<file path="src/hw/rtl/multi_channel_alarm_debouncer_top_defines.svh">
// assertion helpers for the alarm debouncer
// both sample on the rising edge of clk and stay quiet while rst is high
`ifndef MULTI_CHANNEL_ALARM_DEBOUNCER_TOP_DEFINES_SVH
`define MULTI_CHANNEL_ALARM_DEBOUNCER_TOP_DEFINES_SVH

// consequent must hold in the same cycle as the antecedent
`define MCAD_ASSERT_NOW(label, ante, cons, msg) \
  label: assert property (@(posedge clk) disable iff (rst) (ante) |-> (cons)) \
    else $error(msg);

// consequent must hold in the cycle after the antecedent
`define MCAD_ASSERT_NEXT(label, ante, cons, msg) \
  label: assert property (@(posedge clk) disable iff (rst) (ante) |=> (cons)) \
    else $error(msg);

`endif

</file>
<file path="src/hw/rtl/mcad_pkg.sv">
// ----------------------------------------------------------------------------
// mcad_pkg
// shared types, codes and defaults of the multi-channel alarm debouncer
// ----------------------------------------------------------------------------
package mcad_pkg;

  localparam int DEF_NUM_CHANNELS = 16;
  localparam int DEF_COUNT_BITS   = 16;
  localparam int MAX_RESULTS      = 16;

  localparam int CH_W  = 4;
  localparam int LVL_W = 2;
  localparam int DLY_W = 16;

  // request codes
  localparam logic REQ_REPORT = 1'b0;
  localparam logic REQ_TICK   = 1'b1;

  localparam logic [LVL_W-1:0] LVL_UNKNOWN = 2'd0;

  typedef enum logic [1:0] {
    EV_NONE    = 2'd0,
    EV_FIRST   = 2'd1,
    EV_TRIGGER = 2'd2,
    EV_RECOVER = 2'd3
  } event_kind_t;

  typedef struct packed {
    logic             req_type;
    logic [CH_W-1:0]  channel;
    logic [LVL_W-1:0] level;
    logic             status;
    logic [DLY_W-1:0] debounce_ticks;
  } req_item_t;

  typedef struct packed {
    logic [CH_W-1:0]  out_channel;
    logic [LVL_W-1:0] out_level;
    logic             out_status;
    event_kind_t      event_kind;
    logic             last;
  } rsp_item_t;

  typedef enum logic [1:0] {
    ST_IDLE,
    ST_REPORT,
    ST_WALK,
    ST_FLUSH
  } ctrl_state_t;

  // controller to datapath
  typedef struct packed {
    logic capture;
    logic rpt_eval;
    logic walk_eval;
    logic flush;
  } dp_cmd_t;

  // datapath to controller
  typedef struct packed {
    logic is_tick;
    logic stall;
    logic walk_end;
    logic held_valid;
    logic out_free;
  } dp_status_t;

endpackage

</file>
<file path="src/hw/rtl/mcad_req_if.sv">
// ----------------------------------------------------------------------------
// mcad_req_if
// request channel: alarm reports and tick items
// ----------------------------------------------------------------------------
interface mcad_req_if import mcad_pkg::*; ();
  logic      valid;
  logic      ready;
  req_item_t data;

  modport source (output valid, output data, input ready);
  modport sink   (input valid, input data, output ready);
endinterface

</file>
<file path="src/hw/rtl/mcad_rsp_if.sv">
// ----------------------------------------------------------------------------
// mcad_rsp_if
// result channel: confirmed changes with their edge events
// ----------------------------------------------------------------------------
interface mcad_rsp_if import mcad_pkg::*; ();
  logic      valid;
  logic      ready;
  rsp_item_t data;

  modport source (output valid, output data, input ready);
  modport sink   (input valid, input data, output ready);
endinterface

</file>
<file path="src/hw/rtl/mcad_ctrl.sv">
// ----------------------------------------------------------------------------
// mcad_ctrl
// sequencer for report handling, tick walk and final result flush
// ----------------------------------------------------------------------------
module mcad_ctrl import mcad_pkg::*; (
  input  logic       clk,
  input  logic       rst,
  input  logic       req_valid,
  output logic       req_ready,
  input  dp_status_t st,
  output dp_cmd_t    cmd
);

  ctrl_state_t state;
  ctrl_state_t state_next;

  always_ff @(posedge clk) begin
    if (rst) begin
      state <= ST_IDLE;
    end else begin
      state <= state_next;
    end
  end

  always_comb begin
    state_next = state;
    unique case (state)
      ST_IDLE: begin
        if (req_valid) begin
          state_next = st.is_tick ? ST_WALK : ST_REPORT;
        end
      end
      ST_REPORT: begin
        state_next = ST_FLUSH;
      end
      ST_WALK: begin
        if (!st.stall && st.walk_end) begin
          state_next = ST_FLUSH;
        end
      end
      ST_FLUSH: begin
        if (!st.held_valid || st.out_free) begin
          state_next = ST_IDLE;
        end
      end
      default: state_next = ST_IDLE;
    endcase
  end

  always_comb begin
    req_ready     = 1'b0;
    cmd           = '0;
    unique case (state)
      ST_IDLE: begin
        req_ready   = 1'b1;
        cmd.capture = req_valid;
      end
      ST_REPORT: cmd.rpt_eval  = 1'b1;
      ST_WALK:   cmd.walk_eval = 1'b1;
      ST_FLUSH:  cmd.flush     = 1'b1;
      default: begin
        req_ready = 1'b0;
      end
    endcase
  end

endmodule

</file>
<file path="src/hw/rtl/mcad_datapath.sv">
// ----------------------------------------------------------------------------
// mcad_datapath
// channel state memory, debounce evaluation, held result and output register
// ----------------------------------------------------------------------------
module mcad_datapath import mcad_pkg::*; #(
  parameter int NUM_CHANNELS = DEF_NUM_CHANNELS,
  parameter int COUNT_BITS   = DEF_COUNT_BITS
) (
  input  logic       clk,
  input  logic       rst,
  input  req_item_t  req_data,
  input  dp_cmd_t    cmd,
  output dp_status_t st,
  mcad_rsp_if.source rsp
);

  localparam int CH_BITS = (NUM_CHANNELS > 1) ? $clog2(NUM_CHANNELS) : 1;
  localparam int NE_BITS = $clog2(MAX_RESULTS + 1);
  localparam logic [COUNT_BITS-1:0] CNT_MAX = '1;

  typedef struct packed {
    logic [2:0]            conf;
    logic                  pvalid;
    logic                  pstatus;
    logic [LVL_W-1:0]      plevel;
    logic [COUNT_BITS-1:0] pcount;
    logic                  seen;
    logic                  latched;
  } chan_word_t;

  chan_word_t mem [NUM_CHANNELS];
  logic [NUM_CHANNELS-1:0] init_ok;
  chan_word_t rd_q;
  logic       rd_ok;
  chan_word_t ent;

  req_item_t         cap;
  logic [CH_BITS-1:0] walk_ch;
  logic [NE_BITS-1:0] n_emit;
  logic              held_valid;
  rsp_item_t         held;
  rsp_item_t         held_last;
  logic              out_valid;
  rsp_item_t         out_data;

  logic [CH_BITS-1:0]    rd_addr;
  logic [CH_BITS-1:0]    wr_addr;
  logic                  wr_go;
  chan_word_t            wr_data;
  logic                  walk_end;
  logic                  out_free;
  logic                  req_rng;
  logic                  rpt_ignore;
  logic [1:0]            r_idx;
  logic [3:0]            r_conf_ext;
  logic                  r_cur;
  logic [COUNT_BITS-1:0] dly_sat;
  logic [COUNT_BITS-1:0] cnt_dec;
  chan_word_t            dw;
  chan_word_t            cw;
  logic [3:0]            c_conf_ext;
  logic [LVL_W-1:0]      c_lvl;
  logic                  c_st;
  event_kind_t           c_kind;
  logic                  conf_req;
  logic                  conf_go;
  logic                  stall;
  logic                  flush_go;

  assign ent      = rd_ok ? rd_q : '0;
  assign walk_end = (walk_ch == CH_BITS'(NUM_CHANNELS - 1));
  assign out_free = !out_valid || rsp.ready;
  assign req_rng  = (32'(req_data.channel) < 32'(NUM_CHANNELS));
  assign rpt_ignore = (cap.level == LVL_UNKNOWN) ||
                      (32'(cap.channel) >= 32'(NUM_CHANNELS));
  assign r_idx      = 2'(cap.level - 2'd1);
  assign r_conf_ext = {1'b0, ent.conf};
  assign r_cur      = r_conf_ext[r_idx];
  assign dly_sat    = (33'(cap.debounce_ticks) > 33'(CNT_MAX)) ?
                      CNT_MAX : COUNT_BITS'(cap.debounce_ticks);
  assign cnt_dec    = (ent.pcount != '0) ? ent.pcount - 1'b1 : '0;
  assign wr_addr    = cmd.rpt_eval ? CH_BITS'(cap.channel) : walk_ch;

  // entry with its pending change dropped
  always_comb begin
    dw         = ent;
    dw.pvalid  = 1'b0;
    dw.pstatus = 1'b0;
    dw.plevel  = '0;
    dw.pcount  = '0;
  end

  // confirmation of (c_lvl, c_st) on the current entry
  always_comb begin
    c_lvl      = cmd.rpt_eval ? cap.level : ent.plevel;
    c_st       = cmd.rpt_eval ? cap.status : ent.pstatus;
    cw         = dw;
    c_conf_ext = {1'b0, dw.conf};
    c_conf_ext[2'(c_lvl - 2'd1)] = c_st;
    cw.conf    = c_conf_ext[2:0];
    c_kind     = EV_NONE;
    if (!dw.seen) begin
      cw.seen    = 1'b1;
      cw.latched = c_st;
      c_kind     = c_st ? EV_FIRST : EV_NONE;
    end else if (c_st && !dw.latched) begin
      cw.latched = 1'b1;
      c_kind     = EV_TRIGGER;
    end else if (!c_st && dw.latched) begin
      cw.latched = 1'b0;
      c_kind     = EV_RECOVER;
    end
  end

  always_comb begin
    wr_go    = 1'b0;
    wr_data  = ent;
    conf_req = 1'b0;
    if (cmd.rpt_eval && !rpt_ignore) begin
      if (cap.status == r_cur) begin
        wr_go   = 1'b1;
        wr_data = dw;
      end else if (cap.debounce_ticks == '0) begin
        conf_req = 1'b1;
      end else if (ent.pvalid && (ent.pstatus == cap.status)) begin
        wr_go = 1'b0;
      end else begin
        wr_go           = 1'b1;
        wr_data.pvalid  = 1'b1;
        wr_data.pstatus = cap.status;
        wr_data.plevel  = cap.level;
        wr_data.pcount  = dly_sat;
      end
    end else if (cmd.walk_eval && ent.pvalid) begin
      if ((cnt_dec == '0) && (n_emit < NE_BITS'(MAX_RESULTS))) begin
        if (ent.plevel == LVL_UNKNOWN) begin
          wr_go   = 1'b1;
          wr_data = dw;
        end else begin
          conf_req = 1'b1;
        end
      end else begin
        wr_go          = 1'b1;
        wr_data.pcount = cnt_dec;
      end
    end
    // a new result needs the held slot; the held one moves to the output
    stall   = conf_req && held_valid && !out_free;
    conf_go = conf_req && !stall;
    if (conf_go) begin
      wr_go   = 1'b1;
      wr_data = cw;
    end
  end

  assign flush_go = cmd.flush && held_valid && out_free;

  // held result marked as the final one of its request
  always_comb begin
    held_last      = held;
    held_last.last = 1'b1;
  end

  always_comb begin
    if (cmd.walk_eval) begin
      if (stall) begin
        rd_addr = walk_ch;
      end else if (walk_end) begin
        rd_addr = '0;
      end else begin
        rd_addr = CH_BITS'(walk_ch + 1'b1);
      end
    end else if ((req_data.req_type == REQ_TICK) || !req_rng) begin
      rd_addr = '0;
    end else begin
      rd_addr = CH_BITS'(req_data.channel);
    end
  end

  // state memory, one write and one registered read per cycle
  always_ff @(posedge clk) begin
    if (wr_go) begin
      mem[wr_addr] <= wr_data;
    end
    rd_q <= mem[rd_addr];
  end

  always_ff @(posedge clk) begin
    if (cmd.capture) begin
      cap <= req_data;
    end
    if (conf_go) begin
      held <= '{out_channel: (cmd.rpt_eval ? cap.channel : CH_W'(walk_ch)),
                out_level:   c_lvl,
                out_status:  c_st,
                event_kind:  c_kind,
                last:        1'b0};
    end
  end

  always_ff @(posedge clk) begin
    if (rst) begin
      init_ok    <= '0;
      rd_ok      <= 1'b0;
      walk_ch    <= '0;
      n_emit     <= '0;
      held_valid <= 1'b0;
      out_valid  <= 1'b0;
    end else begin
      rd_ok <= init_ok[rd_addr];
      if (wr_go) begin
        init_ok[wr_addr] <= 1'b1;
      end
      if (out_valid && rsp.ready) begin
        out_valid <= 1'b0;
      end
      if (conf_go) begin
        held_valid <= 1'b1;
        n_emit     <= n_emit + 1'b1;
        if (held_valid) begin
          out_valid <= 1'b1;
          out_data  <= held;
        end
      end
      if (flush_go) begin
        out_valid  <= 1'b1;
        out_data   <= held_last;
        held_valid <= 1'b0;
      end
      if (cmd.capture) begin
        walk_ch <= '0;
        n_emit  <= '0;
      end else if (cmd.walk_eval && !stall && !walk_end) begin
        walk_ch <= CH_BITS'(walk_ch + 1'b1);
      end
    end
  end

  assign rsp.valid = out_valid;
  assign rsp.data  = out_data;

  assign st.is_tick    = (req_data.req_type == REQ_TICK);
  assign st.stall      = stall;
  assign st.walk_end   = walk_end;
  assign st.held_valid = held_valid;
  assign st.out_free   = out_free;

endmodule

</file>
<file path="src/hw/rtl/multi_channel_alarm_debouncer_top.sv">
// ----------------------------------------------------------------------------
// multi_channel_alarm_debouncer_top
// per-channel debounce of multi-level alarm reports with edge events
// ----------------------------------------------------------------------------
//  channel  | role   | payload
//  ---------+--------+-------------------------------------------------------
//  req      | sink   | req_type, channel, level, status, debounce_ticks
//  rsp      | source | out_channel, out_level, out_status, event_kind, last
//
// report: capture with state read, evaluate and write back, then flush
// tick: one channel per cycle through the single read port while the walk is not held
// a confirmation that finds the held slot and the output register both full holds
// the walk in place, and the flush waits for a free output register
// rst is synchronous; per-channel valid bits make the state read as zero after reset
// the next request is taken once the final result sits in the output register
`include "multi_channel_alarm_debouncer_top_defines.svh"

module multi_channel_alarm_debouncer_top import mcad_pkg::*; #(
  parameter int NUM_CHANNELS = DEF_NUM_CHANNELS,
  parameter int COUNT_BITS   = DEF_COUNT_BITS
) (
  input  logic       clk,
  input  logic       rst,
  mcad_req_if.sink   req,
  mcad_rsp_if.source rsp
);

  // command and status between sequencer and datapath
  dp_cmd_t    cmd;
  dp_status_t st;

  // sequencer: idle, report evaluate, tick walk, flush of the final result
  mcad_ctrl u_ctrl (
    .clk       (clk),
    .rst       (rst),
    .req_valid (req.valid),
    .req_ready (req.ready),
    .st        (st),
    .cmd       (cmd)
  );

  // datapath: channel state memory, decision logic, held result and
  // output register; one result is held back so last can be set on it
  mcad_datapath #(
    .NUM_CHANNELS (NUM_CHANNELS),
    .COUNT_BITS   (COUNT_BITS)
  ) u_datapath (
    .clk      (clk),
    .rst      (rst),
    .req_data (req.data),
    .cmd      (cmd),
    .st       (st),
    .rsp      (rsp)
  );

  // a new request never finds a result still held back
  `MCAD_ASSERT_NOW(a_accept_held_empty, req.valid && req.ready, !st.held_valid,
    "request accepted while a result is still held")

  // a result without last is always followed by a held one
  `MCAD_ASSERT_NOW(a_not_last_has_next, rsp.valid && !rsp.data.last, st.held_valid,
    "non-final result with nothing behind it")

  // the walk ends right after its final channel
  `MCAD_ASSERT_NEXT(a_walk_ends, cmd.walk_eval && !st.stall && st.walk_end,
    !cmd.walk_eval, "tick walk ran past the last channel")

endmodule
</file>
<file path="src/flat_wrapper.sv">
// flat-port wrapper written by rule: the top's interface ports become plain ports
module multi_channel_alarm_debouncer_top_flat import mcad_pkg::*;
#(
  parameter int NUM_CHANNELS = DEF_NUM_CHANNELS,
  parameter int COUNT_BITS   = DEF_COUNT_BITS
)
  (clk, rst, req_valid, req_data, req_ready, rsp_valid, rsp_data, rsp_ready);
  mcad_req_if req_i ();
  mcad_rsp_if rsp_i ();
  input  logic clk;
  input  logic rst;
  input wire logic [$bits(req_i.valid)-1:0] req_valid;
  input wire logic [$bits(req_i.data)-1:0] req_data;
  output wire logic [$bits(req_i.ready)-1:0] req_ready;
  output wire logic [$bits(rsp_i.valid)-1:0] rsp_valid;
  output wire logic [$bits(rsp_i.data)-1:0] rsp_data;
  input wire logic [$bits(rsp_i.ready)-1:0] rsp_ready;
  assign req_i.valid = req_valid;
  assign req_i.data = req_data;
  assign req_ready = req_i.ready;
  assign rsp_valid = rsp_i.valid;
  assign rsp_data = rsp_i.data;
  assign rsp_i.ready = rsp_ready;
  multi_channel_alarm_debouncer_top #(.NUM_CHANNELS(NUM_CHANNELS), .COUNT_BITS(COUNT_BITS)) u_core (.clk(clk), .rst(rst), .req(req_i), .rsp(rsp_i));
endmodule
</file>
<file path="config.mk">
export PLATFORM = sky130hd
export DESIGN_NAME = multi_channel_alarm_debouncer_top_flat
export DESIGN_NICKNAME = d
export VERILOG_FILES = /design/src/hw/rtl/mcad_pkg.sv /design/src/hw/rtl/mcad_req_if.sv /design/src/hw/rtl/mcad_rsp_if.sv /design/src/hw/rtl/mcad_ctrl.sv /design/src/hw/rtl/mcad_datapath.sv /design/src/hw/rtl/multi_channel_alarm_debouncer_top.sv /design/src/flat_wrapper.sv
export VERILOG_INCLUDE_DIRS = /design/src /design/src/hw/rtl
export SDC_FILE = /design/constraint.sdc
export NUM_CORES = 1
export LEC_CHECK = 0
export BUFFER_PORTS_ARGS = -buffer_cell sky130_fd_sc_hd__buf_2
export CORE_UTILIZATION = 57
export DETAILED_ROUTE_END_ITERATION = 10
export GPL_TIMING_DRIVEN = 0
export PLACE_DENSITY = 0.81
export SYNTH_ARGS = -nofsm -noshare
export SYNTH_HDL_FRONTEND = slang
export SYNTH_HIERARCHICAL = 1
export SYNTH_SLANG_ARGS = --single-unit
</file>
<file path="constraint.sdc">
create_clock -name clk -period 6.7 [get_ports clk]
set_clock_uncertainty 0.2 [all_clocks]
set_input_delay 1.34 -clock clk [delete_from_list [all_inputs] [get_ports clk]]
set_output_delay 1.34 -clock clk [all_outputs]
set_load 0.05 [all_outputs]
</file>
# [Word-level counts from Yosys, hierarchy flattened]
# Memories as Yosys holds them, arrays and structs flattened. A register that Yosys moved wholly into a read port is not among the register bits.
# Cells that the tools add are included.
[classes] add_sub_neg=5 mul=0 div=0 order_cmp=7 n_eq_ne=9 shift=0 muxes=68 n_bitwise=2 reduce_logical=39
[ops] op="2-to-1 mux 22 bit" count=3
[ops] op="2-to-1 mux 20 bit" count=3
[ops] op="2-to-1 mux 25 bit" count=2
[ops] op="2-to-1 mux 1 bit" count=34
[ops] op="zero test 16 bit" count=2
[ops] op="2-to-1 mux 16 bit" count=2
[ops] op="2-to-1 mux 10 bit" count=3
[ops] op="2-to-1 mux 4 bit" count=6
[ops] op="2-to-1 mux 2 bit" count=9
[ops] op="logical AND 1 bit" count=17
[ops] op="OR 16 bit" count=1
[ops] op="nonzero test 16 bit" count=1
[ops] op="subtractor 16 x 1 -> 16 bit (second input constant)" count=1
[ops] op="less-than comparator 4 x 5 -> 1 bit (second input constant)" count=2
[ops] op="zero test 1 bit" count=8
[ops] op="one-hot mux 2 bit (4 select lines)" count=1
[ops] op="zero test 2 bit" count=3
[ops] op="less-than comparator 2 x 3 -> 1 bit (second input constant)" count=2
[ops] op="!= test 2 bit (second input constant)" count=3
[ops] op="AND reduction 3 bit" count=2
[ops] op="adder 5 x 1 -> 5 bit (second input constant)" count=1
[ops] op="less-than comparator 5 bit (second input constant)" count=1
[ops] op="adder 4 x 1 -> 4 bit (second input constant)" count=1
[ops] op="binary-select mux 1 bit (select 4 bit)" count=1
[ops] op="other kinds (15)" count=21
[totals] reg_bits=72 latch_bits=0 mem_bits_rw=400 rom_bits=0 inputBits=28 out_inout_bits=12 word_cells=151 mem_count=1
[memory_table] memory="u_core.u_datapath.mem" words=16 word_bits=25 rd=1 rd_clocked_by_memory_dff=1 wr=1 line="mcad_datapath.sv:31" text="chan_word_t mem [NUM_CHANNELS];"

# [Depth between registers and ports, before layout]
[logic_depth] depth_word=15 ltp_mapped=19 depth_no_buf=13

# [By module]
# Netlist, hierarchy kept.
[modules_own_cells] module="mcad_datapath" n_inst=1 cells_each=1453 area_each_um2=20460.9
[modules_own_cells] module="mcad_ctrl" n_inst=1 cells_each=21 area_each_um2=187.7

# [Worst setup path after synthesis]
# Ideal clock, no wire load.
[synth_timing] path_type="register -> register" from="reg u_core.u_datapath.rd_ok" to="mem u_core/u_datapath/mem[0][0] (netlist name), enable pin" arrival_time_ps=4428 required_ps=6093 setup_slack_ps=1666 path_stages_with_launch=17 path_buffers=3 period_less_slack_ps=5034 path_cell_list="dfxtp_1 clkbuf_1 clkbuf_1 clkbuf_1 nand2_1 ha_1 and4b_1 nand3_1 nor4_1 o2111ai_1 a21oi_1 a32o_1 nand2_1 a21o_1 inv_1 nand2_1 nor2_1"
[synth_via] elab_chain_len=15 elab_cells_between_ends=32 classes_between="add/sub (1); eq/ne (2); mux (19); reduce/logical (10)"
[synth_lines] element="start: declaration" line="mcad_datapath.sv:34" text="logic rd_ok;"
[synth_lines] element="start signal: assignment" line="mcad_datapath.sv:210" text="rd_ok <= init_ok[rd_addr];"
[synth_lines] element="2-to-1 mux 25 bit (*)" line="mcad_datapath.sv:70" text="assign ent = rd_ok ? rd_q : '0;"
[synth_lines] element="subtractor 16 x 1 -> 16 bit / nonzero test 16 bit (equally long branches)" line="mcad_datapath.sv:81" text="assign cnt_dec = (ent.pcount != '0) ? ent.pcount - 1'b1 : '0;"
[synth_lines] element="2-to-1 mux 16 bit" line="mcad_datapath.sv:81"
[synth_lines] element="zero test 16 bit" line="mcad_datapath.sv:135" text="if ((cnt_dec == '0) && (n_emit < NE_BITS'(MAX_RESULTS))) begin"
[synth_lines] element="logical AND 1 bit" line="mcad_datapath.sv:135"
[synth_lines] element="2-to-1 mux 1 bit" line="mcad_datapath.sv:135"
[synth_lines] element="2-to-1 mux 1 bit" line="mcad_datapath.sv:134" text="end else if (cmd.walk_eval && ent.pvalid) begin"
[synth_lines] element="2-to-1 mux 1 bit" line="mcad_datapath.sv:119" text="if (cmd.rpt_eval && !rpt_ignore) begin"
[synth_lines] element="logical AND 1 bit (2 in a row)" line="mcad_datapath.sv:148" text="stall = conf_req && held_valid && !out_free;"
[synth_lines] element="zero test 1 bit" line="mcad_datapath.sv:149" text="conf_go = conf_req && !stall;"
[synth_lines] element="logical AND 1 bit" line="mcad_datapath.sv:149"
[synth_lines] element="2-to-1 mux 1 bit (*)" line="mcad_datapath.sv:150" text="if (conf_go) begin"
[synth_lines] element="2-to-1 mux 1 bit (*)" line="mcad_datapath.sv:182" text="if (wr_go) begin"
[synth_lines] element="2-to-1 mux 1 bit (implied by the code) (*)" line="mcad_datapath.sv:183" text="mem[wr_addr] <= wr_data;"
[synth_lines] element="end: declaration" line="mcad_datapath.sv:31"
# Mark *: on every way between the ends. The rest lies on a longest branch, timed or not. The select of a mux whose other input is x is not followed.

# [Worst setup path after layout]
[layout_timing] from="reg u_core.u_datapath.rd_ok" to="reg, netlist name u_core/u_datapath/rd_q[14]"
[layout_via] elab_chain_len=12 elab_cells_between_ends=20 classes_between="add/sub (1); eq/ne (1); mux (11); reduce/logical (7)"
[layout_lines] element="2-to-1 mux 25 bit (*)" line="mcad_datapath.sv:70"
[layout_lines] element="subtractor 16 x 1 -> 16 bit / nonzero test 16 bit (equally long branches)" line="mcad_datapath.sv:81"
[layout_lines] element="2-to-1 mux 16 bit" line="mcad_datapath.sv:81"
[layout_lines] element="zero test 16 bit" line="mcad_datapath.sv:135"
[layout_lines] element="logical AND 1 bit" line="mcad_datapath.sv:135"
[layout_lines] element="2-to-1 mux 1 bit" line="mcad_datapath.sv:135"
[layout_lines] element="2-to-1 mux 1 bit" line="mcad_datapath.sv:134"
[layout_lines] element="2-to-1 mux 1 bit (*)" line="mcad_datapath.sv:119"
[layout_lines] element="logical AND 1 bit (*) (2 in a row)" line="mcad_datapath.sv:148"
[layout_lines] element="2-to-1 mux 4 bit (*)" line="mcad_datapath.sv:166" text="if (stall) begin"
[layout_lines] element="2-to-1 mux 4 bit (*)" line="mcad_datapath.sv:165" text="if (cmd.walk_eval) begin"
# Marks and branches as above.
# A chain may end at the register's enable or synchronous reset.

==> results.md <==
* Result of the run: completed
* Top cell type by total area after synthesis: sky130_fd_sc_hd__edfxtp_1
* Area of combinational cells with multiple inputs at 5978 um^2
* # hold bufs at CTS at 0
* Share of the cycle needed by the critical path after routing at 96.89%
* Critical Path Slowest Stage Cell: sky130_fd_sc_hd__or4b_1
* Biggest fanout along the worst timing path at 10
* RSZ-0062 raised after global routing: false
* Cell Int Power at 5.744 mW
* Net load switching power at 2.462 mW
* Post-detailed-placement half-perimeter wirelength at 34,230 um
* Switching portion of total power at 30.01%
* Pre-CTS worst setup slack at -0.2653 ns
* Worst max-slew margin expressed relative to the limit at 5.022%
* Vias after detailed routing at 13,270
* All-layer global routing usage at 28.31%
* Average size of a mapped cell at 14.01 um^2
* Number of hold violations in the final report at 0
* Layout cells sized above 1 at 17.42%
* Number of nets in the finished design at 1,604
* Floorplan die height at 192.3 um
* Total congestion overflow at 0
* Bufs and invs on worst path at 5
* Setup Viol. Count Final at 0
* Startpoint types: flop
* Clock tree from TritonCTS: done
* Number of global-route vias before repair at 12,990
* CP arrival at 6.70 ns
* Post-synth EDFFs at 442
* Crit path setup slack, layout at 0.2084 ns
* Setup crit end kind: flop
* Post-detailed-routing wire length at 51,930 um
* H-Tree Level Count at 2
* Count of input and output buffers at 39
* Crit-path max cell delay at 0.62 ns
* Transition time at the pin with the least slew margin at 1.385 ns
* Worst min path class: reg2reg
* Utilization of the core after routing at 65.37%
* Worst path required time at 6.90 ns
* Critical Path, Cell by Cell: clkbuf_2, clkbuf_1, clkbuf_2, nand2_1, ha_1, and4b_1, nand3_1, nor4_1, o2111ai_1, a21oi_2, nor4_1, nor3b_1, clkbuf_1, a2111o_1, clkbuf_1, o21ai_0, or4b_1
* Fin crit period at 6.492 ns
* Count of clock tree sinks at 497
* Global-route wire length before repair at 76,750 um
* Peak VDD IR at 0.2584 mV
* FF/Latch Area at 14,370 um^2
* Portion of total power attributed to combinational logic at 21.1%
* WS Path Type: reg2reg
* CTS Buffer Depth at 3
* Post-synthesis instance area at 20,650 um^2
* Vias per Instance at 6.412
* Net count of the mapped netlist at 1,511
* Number of placed I/O pins at 40
* Number of warning messages in the yosys log at 6
* Post-CTS Repair Setup Buffers at 0
* Initial DRT Pass Iterations at 6
* Yosys cell types at 68
* Leakage at 7.986 nW
* Area growth from synthesis to final layout at 12.60%
* Crit-path leading delay family: buffers and inverters
* Sequential cell fraction of total power at 46.6%
* Starting density of the core at 58.05%
* Area enclosed by the die boundary at 36,990 um^2
* Clock transition at path regs at 0.06 ns
* Area of the core at 35,570 um^2
* Number of flip-flops and latches in the synthesized netlist at 497
* Biggest area contributors in the synthesized netlist: sky130_fd_sc_hd__edfxtp_1, sky130_fd_sc_hd__mux2_2, sky130_fd_sc_hd__dfxtp_1, sky130_fd_sc_hd__nand2_1, sky130_fd_sc_hd__mux2i_1
* Clock Latency Late Sink at 0.57 ns
* Max-Cap Viols at 0
* Setup total negative slack at 0 ns
* Clock buffer count from CTS at 48
* Worst path most repeated cell: sky130_fd_sc_hd__clkbuf_1
* Number of rows in the core area at 69
* Sequential-to-total area share from yosys stat at 69.61%
* Number of inserted filler cells in the final layout at 2,378
* Asr flop ratio synth at 0%
* Avg WL per Cell at 25.10 um
* Sum of internal, switching and leakage power at 8.206 mW
* DIE WIDTH at 192.3 um
* CTS root buf: sky130_fd_sc_hd__clkbuf_16
* Share of Yosys cell area claimed by the top area cell type at 64.28%
* Clock power frac at 32.3%
* Antenna Nets Post-Route at 0
* Most common flop cell mapped by yosys: sky130_fd_sc_hd__edfxtp_1
* Final weighted congestion of routability-driven global placement at 0.9823
* Maximum number of pins on one net before global-route repair at 27
* Antenna violations before repair at 1
* Power per cell area at 352.9 nW/um^2
* Slew Viols, Final at 0
* Gate Count Post-Synth at 1,474
* Max Clock Freq at 0.1540 GHz
* Drt first-iter violations at 1,698
* Final Hold Slack at 0.2174 ns
* Residual DRC at 0
sequential cells by signal (all words and copies together), names as in the netlist, 2 cells and up:
name / count
u_core/u_datapath/n_emit: 5
u_core/u_datapath/mem: 400
u_core/u_datapath/dly_sat: 16
u_core/u_datapath/init_ok: 16
u_core/u_datapath/rsp.data: 10
u_core/u_datapath/rd_q: 25
u_core/u_datapath/cap: 7
u_core/u_datapath/held: 9
u_core/u_ctrl/state: 2
u_core/u_datapath/walk_ch: 4
placed cells by master, fill, tap and decap left out, drive strengths merged, types with 16 or more instances in the layout:
cell | netlist | routed
nand3 | 16 | 16
inv | 22 | 24
or4b | 25 | 25
nor2 | 83 | 83
clkinv | 0 | 23
dfxtp | 55 | 55
nand2 | 195 | 195
a222oi | 25 | 25
a21oi | 69 | 69
clkbuf | 65 | 125
mux2 | 103 | 103
o21ai | 66 | 66
and3 | 29 | 29
edfxtp | 442 | 442
buf | 20 | 63
a211oi | 28 | 28
mux2i | 70 | 70
power groups by stage:
stage | Sequential [mW] | Clock [mW] | Combinational, mW
floorplan | 3.81 | 0 | 1.11
global placement | 3.87 | 0 | 1.59
detailed placement | 3.88 | 0 | 1.65
CTS | 3.81 | 2.68 | 1.67
global route | 3.83 | 2.79 | 1.83
finish | 3.82 | 2.65 | 1.73
synth_stat cells, types with 8 or more instances:
cell type	instances
sky130_fd_sc_hd__edfxtp_1	442
sky130_fd_sc_hd__nand2_1	195
sky130_fd_sc_hd__mux2_2	103
sky130_fd_sc_hd__nor2_1	82
sky130_fd_sc_hd__mux2i_1	70
sky130_fd_sc_hd__a21oi_1	68
sky130_fd_sc_hd__clkbuf_1	65
sky130_fd_sc_hd__o21ai_0	63
sky130_fd_sc_hd__dfxtp_1	55
sky130_fd_sc_hd__and3_1	29
sky130_fd_sc_hd__a211oi_1	28
sky130_fd_sc_hd__a222oi_1	25
sky130_fd_sc_hd__or4b_1	25
sky130_fd_sc_hd__inv_1	22
sky130_fd_sc_hd__nand3_1	16
sky130_fd_sc_hd__a22oi_1	15
sky130_fd_sc_hd__nor3_1	15
sky130_fd_sc_hd__o22ai_1	14
sky130_fd_sc_hd__ha_1	9
sky130_fd_sc_hd__nand2b_1	9
sky130_fd_sc_hd__buf_4	8
sky130_fd_sc_hd__nor4_1	8
logic make-up after synthesis:
group | after synthesis | synth area share (%)
adders and majority gates | 9 | 0.5454
buffers and inverters | 107 | 2.127
and+or+nand+nor | 418 | 9.853
AOI/OAI and AO/OA | 261 | 8.471
xor gates and xnor gates | 9 | 0.3818
muxes | 173 | 9.010
DFF | 497 | 69.61
metrics by stage:
stage | instance area [um^2] | cells
2_1_floorplan | 20650 | 1474
4_1_cts | 23210 | 2068
6_report | 23250 | 2069
5_1_grt | 23250 | 2068
3_3_place_gp | 21420 | 1974
3_5_place_dp | 21620 | 1978
area by class of cell:
| class | instances | share of cell area (%) |
|---|---|---|
| sequential | 497 | 61.82 |
| tap | 461 | 2.481 |
| multi-input combinational | 870 | 25.71 |
| clock buffer | 61 | 5.683 |
| timing repair buffer | 43 | 1.259 |
| inverter | 22 | 0.3552 |
| buffer | 85 | 1.625 |
| clock inverter | 29 | 1.049 |
| antenna | 1 | 0.01076 |
metal layers:
layer / up-vias / track usage (%) / wire [um]
li1: 5839 / - / -
met1: 6500 / 37.25 / 19840
met2: 783 / 46.69 / 25010
met3: 144 / 4.746 / 5096
met4: 0 / 11.90 / 1987
met5: - / 0 / 0
repair_timing:
item                       4_1_cts  5_1_grt
pin swaps                        0        0
resized for setup                7       23
setup endpoints to repair       19      334
worst paths after layout:
| check | endpoint | start | slack [ns] | cells past startpoint |
|---|---|---|---|---|
| setup reg to reg | u_core/u_datapath/rd_q[14] | u_core/u_datapath/rd_ok | 0.21 | 17 |
| setup / recovery | u_core/u_datapath/rd_q[14] | u_core/u_datapath/rd_ok | 0.21 | 17 |
| hold reg to reg | u_core/u_datapath/rsp.data[1] | u_core/u_datapath/held[1] | 0.22 | 0 |
| hold / removal | u_core/u_datapath/rsp.data[1] | u_core/u_datapath/held[1] | 0.22 | 0 |
No activity file was read; power rests on OpenSTA's default activity.
